### src/hdl/fsrs_pkg.sv
// ----------------------------------------------------------------------------
// fsrs_pkg
// types, constants and helper functions of the floppy sector read sequencer
// ----------------------------------------------------------------------------
`timescale 1ns / 1ps

package fsrs_pkg;

  // drive geometry
  localparam int TRACK_SECTORS = 18;
  localparam int SECTOR_BYTES  = 512;

  // field widths
  localparam int LS_W    = 12;
  localparam int OFF_W   = 14;
  localparam int BCNT_W  = 17;
  localparam int TRACK_W = 7;
  localparam int SEC_W   = 5;

  // linear sector split: divide by sectors per cylinder via reciprocal
  localparam int TRACK_DIV   = 2 * TRACK_SECTORS;
  localparam int RECIP_SHIFT = 18;
  localparam int RECIP       = (1 << RECIP_SHIFT) / TRACK_DIV;
  localparam int RECIP_W     = $clog2(RECIP + 1);
  localparam int PROD_W      = LS_W + RECIP_W;
  localparam int QD_W        = LS_W + 8;

  // transaction queue between front and back
  localparam int FIFO_DEPTH = 4;
  localparam int FIFO_PTR_W = $clog2(FIFO_DEPTH);
  localparam int FIFO_CNT_W = $clog2(FIFO_DEPTH + 1);

  // input kinds
  localparam logic [1:0] KIND_JOB    = 2'd0;
  localparam logic [1:0] KIND_IRQ    = 2'd1;
  localparam logic [1:0] KIND_STATUS = 2'd2;

  // event codes
  localparam logic [1:0] EV_PORT      = 2'd0;
  localparam logic [1:0] EV_DONE      = 2'd1;
  localparam logic [1:0] EV_REJ_WRITE = 2'd2;
  localparam logic [1:0] EV_REJ_BUSY  = 2'd3;

  // controller ports and bytes
  localparam logic [9:0] DOR_PORT   = 10'h3f2;
  localparam logic [9:0] DATA_PORT  = 10'h3f5;
  localparam logic [7:0] MOTOR_ON   = 8'h1c;
  localparam logic [7:0] MOTOR_OFF  = 8'h00;
  localparam logic [7:0] CMD_RECAL  = 8'h07;
  localparam logic [7:0] CMD_SEEK   = 8'h0f;
  localparam logic [7:0] CMD_READ   = 8'he6;
  localparam logic [7:0] SIZE_CODE  = 8'h02;
  localparam logic [7:0] GAP_LEN    = 8'd27;
  localparam logic [7:0] DATA_LEN   = 8'hff;
  localparam logic [7:0] ST_MASK    = 8'hc0;
  localparam logic [7:0] ST_READY   = 8'h80;
  localparam logic [3:0] LEN_RECAL  = 4'd2;
  localparam logic [3:0] LEN_SEEK   = 4'd3;
  localparam logic [3:0] LEN_READ   = 4'd9;

  // dma channel 2 programming
  localparam logic [9:0]  DMA_MODE_PORT = 10'h00b;
  localparam logic [9:0]  DMA_ADDR_PORT = 10'h004;
  localparam logic [9:0]  DMA_PAGE_PORT = 10'h081;
  localparam logic [9:0]  DMA_CNT_PORT  = 10'h005;
  localparam logic [9:0]  DMA_MASK_PORT = 10'h00a;
  localparam logic [7:0]  DMA_MODE_RD   = 8'h46;
  localparam logic [7:0]  DMA_UNMASK    = 8'h02;
  localparam logic [15:0] DMA_COUNT     = 16'(SECTOR_BYTES * TRACK_SECTORS - 1);
  localparam logic [2:0]  DMA_LAST      = 3'd6;

  typedef enum logic [2:0] {
    PH_IDLE,
    PH_WAIT_ON,
    PH_SEND_CAL,
    PH_WAIT_CAL,
    PH_SEND_SEEK,
    PH_WAIT_SEEK,
    PH_SEND_READ,
    PH_WAIT_READ
  } fsrs_phase_e;

  typedef enum logic {
    OP_SINGLE,
    OP_DMA_BURST
  } fsrs_op_e;

  typedef struct packed {
    logic [1:0]      kind;
    logic            is_write;
    logic [LS_W-1:0] linear_sector;
    logic [7:0]      sector_count;
    logic [7:0]      status_byte;
  } fsrs_in_t;

  typedef struct packed {
    logic [9:0]        port_address;
    logic [7:0]        port_data;
    logic [1:0]        event_code;
    logic [OFF_W-1:0]  buffer_offset;
    logic [BCNT_W-1:0] byte_count;
    logic              last;
  } fsrs_out_t;

  typedef struct packed {
    fsrs_op_e          op;
    logic [9:0]        port_address;
    logic [7:0]        port_data;
    logic [1:0]        event_code;
    logic [OFF_W-1:0]  buffer_offset;
    logic [BCNT_W-1:0] byte_count;
  } fsrs_entry_t;

  // port of one dma programming write
  function automatic logic [9:0] dma_addr(input logic [2:0] idx);
    logic [9:0] a;
    case (idx)
      3'd0:          a = DMA_MODE_PORT;
      3'd1, 3'd2:    a = DMA_ADDR_PORT;
      3'd3:          a = DMA_PAGE_PORT;
      3'd4, 3'd5:    a = DMA_CNT_PORT;
      default:       a = DMA_MASK_PORT;
    endcase
    return a;
  endfunction

  // data of one dma programming write
  function automatic logic [7:0] dma_data(input logic [2:0] idx);
    logic [7:0] d;
    case (idx)
      3'd0:    d = DMA_MODE_RD;
      3'd4:    d = DMA_COUNT[7:0];
      3'd5:    d = DMA_COUNT[15:8];
      3'd6:    d = DMA_UNMASK;
      default: d = 8'h00;
    endcase
    return d;
  endfunction

endpackage

### src/hdl/fsrs_fifo.sv
// ----------------------------------------------------------------------------
// fsrs_fifo
// short transaction queue between the classifying front and the output back
// ----------------------------------------------------------------------------
`timescale 1ns / 1ps

module fsrs_fifo import fsrs_pkg::*; (
  input  logic        clk_i,
  input  logic        rst_ni,
  input  logic        push_i,
  input  fsrs_entry_t data_i,
  output logic        full_o,
  input  logic        pop_i,
  output fsrs_entry_t data_o,
  output logic        empty_o
);

  fsrs_entry_t           mem_q [FIFO_DEPTH];
  logic [FIFO_PTR_W-1:0] wr_ptr_q, wr_ptr_d;
  logic [FIFO_PTR_W-1:0] rd_ptr_q, rd_ptr_d;
  logic [FIFO_CNT_W-1:0] cnt_q, cnt_d;
  logic                  do_push, do_pop;

  assign full_o  = (cnt_q == FIFO_CNT_W'(FIFO_DEPTH));
  assign empty_o = (cnt_q == '0);
  assign do_push = push_i && !full_o;
  assign do_pop  = pop_i && !empty_o;
  assign data_o  = mem_q[rd_ptr_q];

  // pointer and fill count update
  always_comb begin
    wr_ptr_d = wr_ptr_q;
    rd_ptr_d = rd_ptr_q;
    cnt_d    = cnt_q;
    if (do_push) begin
      wr_ptr_d = (wr_ptr_q == FIFO_PTR_W'(FIFO_DEPTH - 1)) ? '0 : wr_ptr_q + 1'b1;
    end
    if (do_pop) begin
      rd_ptr_d = (rd_ptr_q == FIFO_PTR_W'(FIFO_DEPTH - 1)) ? '0 : rd_ptr_q + 1'b1;
    end
    if (do_push && !do_pop) begin
      cnt_d = cnt_q + 1'b1;
    end else if (do_pop && !do_push) begin
      cnt_d = cnt_q - 1'b1;
    end
  end

  always_ff @(posedge clk_i or negedge rst_ni) begin
    if (!rst_ni) begin
      wr_ptr_q <= '0;
      rd_ptr_q <= '0;
      cnt_q    <= '0;
    end else begin
      wr_ptr_q <= wr_ptr_d;
      rd_ptr_q <= rd_ptr_d;
      cnt_q    <= cnt_d;
    end
  end

  // entry storage
  always_ff @(posedge clk_i) begin
    if (do_push) begin
      mem_q[wr_ptr_q] <= data_i;
    end
  end

endmodule

### src/hdl/fsrs_front.sv
// ----------------------------------------------------------------------------
// fsrs_front
// accepts events, runs the job phase machine and queues result transactions
// ----------------------------------------------------------------------------
`timescale 1ns / 1ps

module fsrs_front import fsrs_pkg::*; (
  input  logic        clk_i,
  input  logic        rst_ni,
  input  logic        push_i,
  input  fsrs_in_t    item_i,
  output logic        full_o,
  output logic        q_push_o,
  output fsrs_entry_t q_data_o,
  input  logic        q_full_i
);

  fsrs_phase_e         phase_q, phase_d;
  logic [3:0]          idx_q, idx_d;
  logic [3:0]          idx_next;
  logic                head_q;
  logic [TRACK_W-1:0]  track_q;
  logic [SEC_W-1:0]    sec_q;
  logic [7:0]          job_cnt_q, job_cnt_d;

  // sector split unit
  logic [1:0]          conv_stage_q;
  logic [LS_W-1:0]     ls_q;
  logic [PROD_W-1:0]   prod_q;
  logic [LS_W-1:0]     quo0, quo1;
  logic [QD_W-1:0]     quo_mul;
  logic [LS_W-1:0]     rem0, rem1, rem_sec;
  logic                head_new;
  logic                conv_start;

  logic                accept;
  logic                sending;
  logic                status_ready;
  fsrs_entry_t         ent;
  logic                ent_valid;

  // phase reached once a command is fully sent
  function automatic fsrs_phase_e after_send(input fsrs_phase_e ph);
    fsrs_phase_e n;
    case (ph)
      PH_SEND_CAL:  n = PH_WAIT_CAL;
      PH_SEND_SEEK: n = PH_WAIT_SEEK;
      default:      n = PH_WAIT_READ;
    endcase
    return n;
  endfunction

  // number of bytes in the command of a send phase
  function automatic logic [3:0] phase_len(input fsrs_phase_e ph);
    logic [3:0] l;
    case (ph)
      PH_SEND_CAL:  l = LEN_RECAL;
      PH_SEND_SEEK: l = LEN_SEEK;
      default:      l = LEN_READ;
    endcase
    return l;
  endfunction

  // command byte at a position of the current command
  function automatic logic [7:0] cmd_byte(input fsrs_phase_e ph, input logic [3:0] idx,
                                          input logic hd, input logic [TRACK_W-1:0] trk);
    logic [7:0] b;
    logic [7:0] hd_b;
    hd_b = {5'd0, hd, 2'd0};
    if (ph == PH_SEND_CAL) begin
      b = CMD_RECAL;
    end else if (ph == PH_SEND_SEEK) begin
      case (idx)
        4'd0:    b = CMD_SEEK;
        4'd1:    b = hd_b;
        default: b = {1'b0, trk};
      endcase
    end else begin
      case (idx)
        4'd0:    b = CMD_READ;
        4'd1:    b = hd_b;
        4'd2:    b = {1'b0, trk};
        4'd3:    b = {7'd0, hd};
        4'd4:    b = 8'd1;
        4'd5:    b = SIZE_CODE;
        4'd6:    b = 8'(TRACK_SECTORS);
        4'd7:    b = GAP_LEN;
        default: b = DATA_LEN;
      endcase
    end
    return b;
  endfunction

  assign full_o       = q_full_i || (conv_stage_q != 2'd0);
  assign accept       = push_i && !full_o;
  assign sending      = phase_q inside {PH_SEND_CAL, PH_SEND_SEEK, PH_SEND_READ};
  assign status_ready = ((item_i.status_byte & ST_MASK) == ST_READY);
  assign idx_next     = idx_q + 1'b1;

  // classify the event, advance the phase and build the transaction
  always_comb begin
    phase_d    = phase_q;
    idx_d      = idx_q;
    job_cnt_d  = job_cnt_q;
    ent        = '0;
    ent_valid  = 1'b0;
    conv_start = 1'b0;
    if (accept) begin
      case (item_i.kind)
        KIND_JOB: begin
          ent_valid = 1'b1;
          if (phase_q != PH_IDLE) begin
            ent.event_code = EV_REJ_BUSY;
          end else if (item_i.is_write) begin
            ent.event_code = EV_REJ_WRITE;
          end else begin
            ent.port_address = DOR_PORT;
            ent.port_data    = MOTOR_ON;
            ent.event_code   = EV_PORT;
            job_cnt_d        = item_i.sector_count;
            idx_d            = '0;
            phase_d          = PH_WAIT_ON;
            conv_start       = 1'b1;
          end
        end
        KIND_IRQ: begin
          case (phase_q)
            PH_WAIT_ON: begin
              phase_d = PH_SEND_CAL;
              idx_d   = '0;
            end
            PH_WAIT_CAL: begin
              phase_d = PH_SEND_SEEK;
              idx_d   = '0;
            end
            PH_WAIT_SEEK: begin
              ent_valid  = 1'b1;
              ent.op     = OP_DMA_BURST;
              phase_d    = PH_SEND_READ;
              idx_d      = '0;
            end
            PH_WAIT_READ: begin
              ent_valid         = 1'b1;
              ent.port_address  = DOR_PORT;
              ent.port_data     = MOTOR_OFF;
              ent.event_code    = EV_DONE;
              ent.buffer_offset = OFF_W'(SECTOR_BYTES) * (OFF_W'(sec_q) - OFF_W'(1));
              ent.byte_count    = BCNT_W'(SECTOR_BYTES) * BCNT_W'(job_cnt_q);
              phase_d           = PH_IDLE;
              idx_d             = '0;
            end
            default: ;
          endcase
        end
        KIND_STATUS: begin
          if (sending && status_ready) begin
            ent_valid        = 1'b1;
            ent.port_address = DATA_PORT;
            ent.port_data    = cmd_byte(phase_q, idx_q, head_q, track_q);
            ent.event_code   = EV_PORT;
            if (idx_next >= phase_len(phase_q)) begin
              phase_d = after_send(phase_q);
              idx_d   = '0;
            end else begin
              idx_d = idx_next;
            end
          end
        end
        default: ;
      endcase
    end
  end

  assign q_push_o = ent_valid;
  assign q_data_o = ent;

  always_ff @(posedge clk_i or negedge rst_ni) begin
    if (!rst_ni) begin
      phase_q   <= PH_IDLE;
      idx_q     <= '0;
      job_cnt_q <= '0;
    end else begin
      phase_q   <= phase_d;
      idx_q     <= idx_d;
      job_cnt_q <= job_cnt_d;
    end
  end

  // sector split: quotient estimate, then one correction step
  assign quo0     = LS_W'(prod_q >> RECIP_SHIFT);
  assign quo_mul  = QD_W'(quo0) * QD_W'(TRACK_DIV);
  assign rem0     = ls_q - quo_mul[LS_W-1:0];
  assign quo1     = (rem0 >= LS_W'(TRACK_DIV)) ? quo0 + 1'b1 : quo0;
  assign rem1     = (rem0 >= LS_W'(TRACK_DIV)) ? rem0 - LS_W'(TRACK_DIV) : rem0;
  assign head_new = (rem1 >= LS_W'(TRACK_SECTORS));
  assign rem_sec  = (head_new ? rem1 - LS_W'(TRACK_SECTORS) : rem1) + 1'b1;

  always_ff @(posedge clk_i or negedge rst_ni) begin
    if (!rst_ni) begin
      conv_stage_q <= 2'd0;
      head_q       <= 1'b0;
      track_q      <= '0;
      sec_q        <= '0;
    end else begin
      case (conv_stage_q)
        2'd0: begin
          if (conv_start) begin
            conv_stage_q <= 2'd1;
          end
        end
        2'd1: begin
          conv_stage_q <= 2'd2;
        end
        default: begin
          conv_stage_q <= 2'd0;
          head_q       <= head_new;
          track_q      <= quo1[TRACK_W-1:0];
          sec_q        <= rem_sec[SEC_W-1:0];
        end
      endcase
    end
  end

  // sector split operands
  always_ff @(posedge clk_i) begin
    if (conv_start) begin
      ls_q <= item_i.linear_sector;
    end
    prod_q <= PROD_W'(ls_q) * PROD_W'(RECIP);
  end

endmodule

### src/hdl/fsrs_back.sv
// ----------------------------------------------------------------------------
// fsrs_back
// expands queued transactions into result items behind an output register
// ----------------------------------------------------------------------------
`timescale 1ns / 1ps

module fsrs_back import fsrs_pkg::*; (
  input  logic        clk_i,
  input  logic        rst_ni,
  input  fsrs_entry_t q_data_i,
  input  logic        q_empty_i,
  output logic        q_pop_o,
  output fsrs_out_t   item_o,
  output logic        empty_o,
  input  logic        pop_i
);

  fsrs_out_t  out_q, out_d;
  logic       out_valid_q, out_valid_d;
  logic [2:0] sub_q, sub_d;
  logic       load;

  assign load    = !out_valid_q || pop_i;
  assign empty_o = !out_valid_q;
  assign item_o  = out_q;

  // next result from the queue head, one dma write per cycle unless the output register is held
  always_comb begin
    out_d       = out_q;
    out_valid_d = out_valid_q;
    sub_d       = sub_q;
    q_pop_o     = 1'b0;
    if (load) begin
      out_valid_d = !q_empty_i;
      if (!q_empty_i) begin
        out_d.port_address  = q_data_i.port_address;
        out_d.port_data     = q_data_i.port_data;
        out_d.event_code    = q_data_i.event_code;
        out_d.buffer_offset = q_data_i.buffer_offset;
        out_d.byte_count    = q_data_i.byte_count;
        out_d.last          = 1'b1;
        if (q_data_i.op == OP_DMA_BURST) begin
          out_d.port_address = dma_addr(sub_q);
          out_d.port_data    = dma_data(sub_q);
        end
        if (q_data_i.op == OP_DMA_BURST && sub_q != DMA_LAST) begin
          out_d.last = 1'b0;
          sub_d      = sub_q + 1'b1;
        end else begin
          q_pop_o = 1'b1;
          sub_d   = '0;
        end
      end
    end
  end

  always_ff @(posedge clk_i or negedge rst_ni) begin
    if (!rst_ni) begin
      out_valid_q <= 1'b0;
      sub_q       <= '0;
    end else begin
      out_valid_q <= out_valid_d;
      sub_q       <= sub_d;
    end
  end

  // result payload
  always_ff @(posedge clk_i) begin
    out_q <= out_d;
  end

endmodule

### src/hdl/floppy_sector_read_sequencer.sv
// ----------------------------------------------------------------------------
// floppy_sector_read_sequencer
// drives a pc-style floppy controller through one sector read job
// ----------------------------------------------------------------------------
// Events enter on a queue-style port (push/full): job requests, controller
// interrupts and main status samples. Results leave on a queue-style port
// (empty/pop): port writes, a done report, or a reject, with last marking
// the final result of each event.
// The first result of an event passes through the queue and then the output
// register. One event per cycle while full is low and one result per cycle
// while the receiver pops. The seek interrupt yields seven dma writes, which
// the output stage emits one by one while the input keeps accepting until the
// four-entry queue fills. An accepted read job holds full high while the
// two-stage reciprocal multiplier splits the sector number into head, track
// and sector.
// Reset puts the job in idle with no results pending.
// When the receiver stops popping, results wait in the output register and
// the queue; full rises once the queue is full.
// ----------------------------------------------------------------------------
`timescale 1ns / 1ps

module floppy_sector_read_sequencer import fsrs_pkg::*; (
  input  logic      clk_i,
  input  logic      rst_ni,
  input  logic      push,
  output logic      full,
  input  fsrs_in_t  in_item_i,
  output logic      empty,
  input  logic      pop,
  output fsrs_out_t out_item_o
);

  fsrs_entry_t q_wdata, q_rdata;
  logic        q_push, q_full, q_pop, q_empty;

  // event classification and phase machine
  fsrs_front u_front (
    .clk_i    (clk_i),
    .rst_ni   (rst_ni),
    .push_i   (push),
    .item_i   (in_item_i),
    .full_o   (full),
    .q_push_o (q_push),
    .q_data_o (q_wdata),
    .q_full_i (q_full)
  );

  // decoupling queue
  fsrs_fifo u_fifo (
    .clk_i   (clk_i),
    .rst_ni  (rst_ni),
    .push_i  (q_push),
    .data_i  (q_wdata),
    .full_o  (q_full),
    .pop_i   (q_pop),
    .data_o  (q_rdata),
    .empty_o (q_empty)
  );

  // result expansion and output register
  fsrs_back u_back (
    .clk_i     (clk_i),
    .rst_ni    (rst_ni),
    .q_data_i  (q_rdata),
    .q_empty_i (q_empty),
    .q_pop_o   (q_pop),
    .item_o    (out_item_o),
    .empty_o   (empty),
    .pop_i     (pop)
  );

endmodule

### config.mk
export PLATFORM = sky130hd
export DESIGN_NAME = floppy_sector_read_sequencer
export DESIGN_NICKNAME = d
export VERILOG_FILES = /design/src/hdl/fsrs_pkg.sv /design/src/hdl/fsrs_fifo.sv /design/src/hdl/fsrs_front.sv /design/src/hdl/fsrs_back.sv /design/src/hdl/floppy_sector_read_sequencer.sv
export SDC_FILE = /design/constraint.sdc
export NUM_CORES = 1
export LEC_CHECK = 0
export BUFFER_PORTS_ARGS = -buffer_cell sky130_fd_sc_hd__buf_2
export CORE_ASPECT_RATIO = 0.75
export CORE_MARGIN = 3
export CORE_UTILIZATION = 50
export DETAILED_ROUTE_END_ITERATION = 8
export PLACE_DENSITY_LB_ADDON = 0.12
export SLEW_MARGIN = 20
export SYNTH_ARGS = -nofsm -noshare
export SYNTH_HDL_FRONTEND = slang
export SYNTH_SLANG_ARGS = --single-unit
### constraint.sdc
create_clock -name clk_i -period 4.7 [get_ports clk_i]
set_clock_uncertainty 0.1 [all_clocks]
set_input_delay 0.94 -clock clk_i [delete_from_list [all_inputs] [get_ports clk_i]]
set_output_delay 0.94 -clock clk_i [all_outputs]
set_load 0.01 [all_outputs]
==> run_results.csv <==
group,metric,value,unit
timing,tightest_slew,0.707,ns
placement,gp_congestion,0.849,
logic_synthesis,synthDistinctLibCells,62,
clock_tree,clockBufferDepth,2,
worst_hold_path,hold_path.class,"flip-flop to flip-flop",
floorplanning,dieWidth,181,um
pwr,leakagePower,5.80,nW
clock_tree,clock_latency,0.43,ns
logic_synthesis,synthTopCellsByCount,"edfxtp_1, ha_1, inv_1",
setup_path,worst-path-max-fanout,2,
logic_synthesis,synth_flop_cell,"edfxtp_1",
grt,grt_pass1_wl,36000,um
logic_synthesis,yosys_warnings,0,
grt,grt_overflow,0,
detailed_routing,drc,0,
placement,dp_hpwl,16500,um
floorplanning,fp.dieArea,24900,um2
layout,antenna_cells,0,
grt,antenna_found_initial,0,
clock_tree,h-tree-depth,4,
placement,place_ws,-0.185,ns
timing,setup_slack,-0.0691,ns
setup_path,worstSetupStartpointType,"flip-flop",
logic_synthesis,yosysTopAreaCell,"edfxtp_1",
setup_path,critical_path_arrival,4.99,ns
floorplanning,core_area,22300,um2
detailed_routing,drtIter0Drc,500,
setup_path,worstReg2RegStart,"u_front.prod_q[19]$_DFF_P_",
timing,finalSetupTns,-0.0691,ns
placement,place.port_buffers,64,
timing,relSlewSlack,52.3,%
status,status,"complete, but fails checks",
logic_synthesis,async_flop_share,20.7,%
logic_synthesis,syn_area_per_cell,12.6,um2
layout,syn2layout_area_growth,15.7,%
timing,period_minus_slack,4.77,ns
floorplanning,io_pins,89,
grt,grt.total_usage,18.5,%
detailed_routing,first_pass_iters,5,
setup_path,crit_start,"u_front.prod_q[19]$_DFF_P_",
status,violations,"setup timing",
clock_tree,cts_sinks,198,
grt,grt_max_degree,42,
worst_hold_path,hp-start,"u_fifo.cnt_q[2]$_DFFE_PN0P_",
timing,slew_violations,0,
detailed_routing,num_vias,7028,
layout,final_nets,1224,
detailed_routing,wl,22600,um
setup_path,criticalPathCategory,"flip-flop to flip-flop",
logic_synthesis,netlist.area_leader.share,39.1,%
timing,rsz0062_at_grt,"yes",
logic_synthesis,synth-edff-count,150,
setup_path,required,4.92,ns
timing,hold_viol,0,
run,maxCapViolCount,0,
timing,timing.final.crit_share,101,%
clock_tree,path_clk_slew,0.07,ns
floorplanning,die_h,138,um
pwr,vdd_ir_drop_max,0.000293,V
pwr,p_per_area,554,nW/um2
setup_path,cp-end-kind,"flip-flop",
logic_synthesis,yosysSeqAreaShare,49.2,%
timing,finalSetupViolCount,1,
detailed_routing,avgViaCountPerCell,5.26,
layout,drive_gt1_share,22.8,%
layout,final_util,59.7,%
setup_path,r2r_slack,-0.07,ns
detailed_routing,routedWlPerCell,16.9,um
clock_tree,numCtsBuffers,17,
clock_tree,tritoncts,"built",
detailed_routing,ant_nets,0,
clock_tree,cts-root-buf,"clkbuf_16",
timing,fmax,210,MHz
grt,grt_pass1_vias,6787,
logic_synthesis,synthTopCellsByArea,"edfxtp_1, ha_1, dfrtp_1, fa_1, mux4_2",
floorplanning,rows,47,
floorplanning,initial_core_util,51.6,%
logic_synthesis,synth_seq_cells,198,
logic_synthesis,yosysMostFrequentCell,"edfxtp_1",
logic_synthesis,postSynthCellCount,913,
logic_synthesis,synth.cell_area,11500,um2
critical path: stages (launching register included):
cell	delay, ns
dfxtp_2	0.34
ha_4	0.24
ha_4	0.16
fa_2	0.34
a21o_1	0.17
a21oi_2	0.14
xor2_1	0.20
ha_1	0.28
a22oi_2	0.12
nand2_1	0.07
or3_4	0.33
a311oi_2	0.25
and4_4	0.26
o211ai_1	0.15
nor2_2	0.15
xnor2_1	0.14
ha_2	0.21
inv_1	0.04
a311o_1	0.31
a2111o_1	0.31
a21o_1	0.16
a31o_1	0.19
per-stage QoR:
stage | total power [mW] | hold slack (ns) | instances | instance area (um2)
floorplan | 4.81 | 0.365 | 930 | 11600
global placement | 5.62 | 0.382 | 1295 | 12500
detailed placement | 5.65 | 0.389 | 1295 | 12500
CTS | 7.29 | 0.397 | 1331 | 13200
global route | 7.90 | 0.415 | 1337 | 13300
finish | 7.39 | 0.396 | 1337 | 13300
power by group:
group          internal [mW]  leakage, nW  total [mW]  switching [mW]
combinational           1.55         3.45        3.36            1.81
clock                  0.921        0.304        1.56           0.637
sequential              2.27         2.04        2.48           0.206
total                   4.74         5.80        7.39            2.65
sequential cells by signal, summed over array words and instances (netlist names):
name	flops
u_fifo.mem_q	108
u_back.item_o	30
u_front.ls_q	12
u_front.job_cnt_q	8
u_front.prod_q	7
u_front.track_q	7
u_front.sec_q	5
u_front.idx_q	4
u_back.sub_q	3
u_fifo.cnt_q	3
u_front.phase_q	3
u_fifo.rd_ptr_q	2
u_fifo.wr_ptr_q	2
u_front.conv_stage_q	2
u_back.out_valid_q	1
u_front.head_q	1
timing repair:
action / CTS / global route
gates resized for setup: 8 / 21
hold buffers: 0 / 0
pin swaps: 21 / 24
gates cloned: 0 / 0
setup endpoints to repair: 4 / 6
buffers inserted: 4 / 6
final cells by class:
cell class,count,area (um2)
multi-input cells,584,5490
repair buffers,124,781
inverters,105,394
well taps,294,368
flip-flops and latches,198,5680
clock buffers,20,457
fillers,1790,9000
clock inverters,12,175
placed cells by master (no fill, tap or decap), drive strengths merged, types with 6 or more instances in the layout:
cell,synthesis,routed
xnor2,25,25
mux2i,6,6
o21ai,40,40
conb,1,18
nand4,6,6
nand3,16,16
and3,10,10
fa,39,39
ha,120,120
nand2,46,46
inv,105,107
buf,27,124
nor2b,6,6
and2,6,6
a21oi,42,42
mux2,14,14
edfxtp,150,150
mux4,27,27
a21o,16,16
nor3,13,13
nor2,52,52
dfxtp,7,7
dfrtp,41,41
xor2,15,15
clkbuf,16,20
logic make-up after synthesis:
kind of cell,Yosys count,share of synthesized area [%]
multiplexers,47,7.16
other,1,0.0325
buffers and inverters,148,5.56
adder cells (fa/ha/maj),159,19.8
AND/OR/NAND/NOR,178,7.54
flip-flops,198,49.2
XOR/XNOR,40,3.04
AO/OA/AOI/OAI,142,7.69
path summary, 6_finish.rpt:
kind / to / cells past startpoint
hold / removal: u_fifo.cnt_q[2]$_DFFE_PN0P_ / 1
setup / recovery: u_front.sec_q[4]$_DFFE_PN0N_ / 21
max in group asynchronous: u_fifo.rd_ptr_q[0]$_DFFE_PN0P_ / 1
min in group asynchronous: u_fifo.cnt_q[1]$_DFFE_PN0P_ / 1
hold reg to reg: u_fifo.cnt_q[2]$_DFFE_PN0P_ / 1
setup reg to reg: u_front.sec_q[4]$_DFFE_PN0N_ / 21
metal layers:
layer | GRT usage [%] | vias to the layer above | share of wire [%]
li1 | - | 3459 | -
met1 | 29.3 | 3428 | 53
met2 | 26.5 | 127 | 43
met3 | 3.85 | 14 | 3.7
met4 | 3.81 | 0 | 0.68
met5 | 0 | - | 0
(Power assumes the default switching activity.)
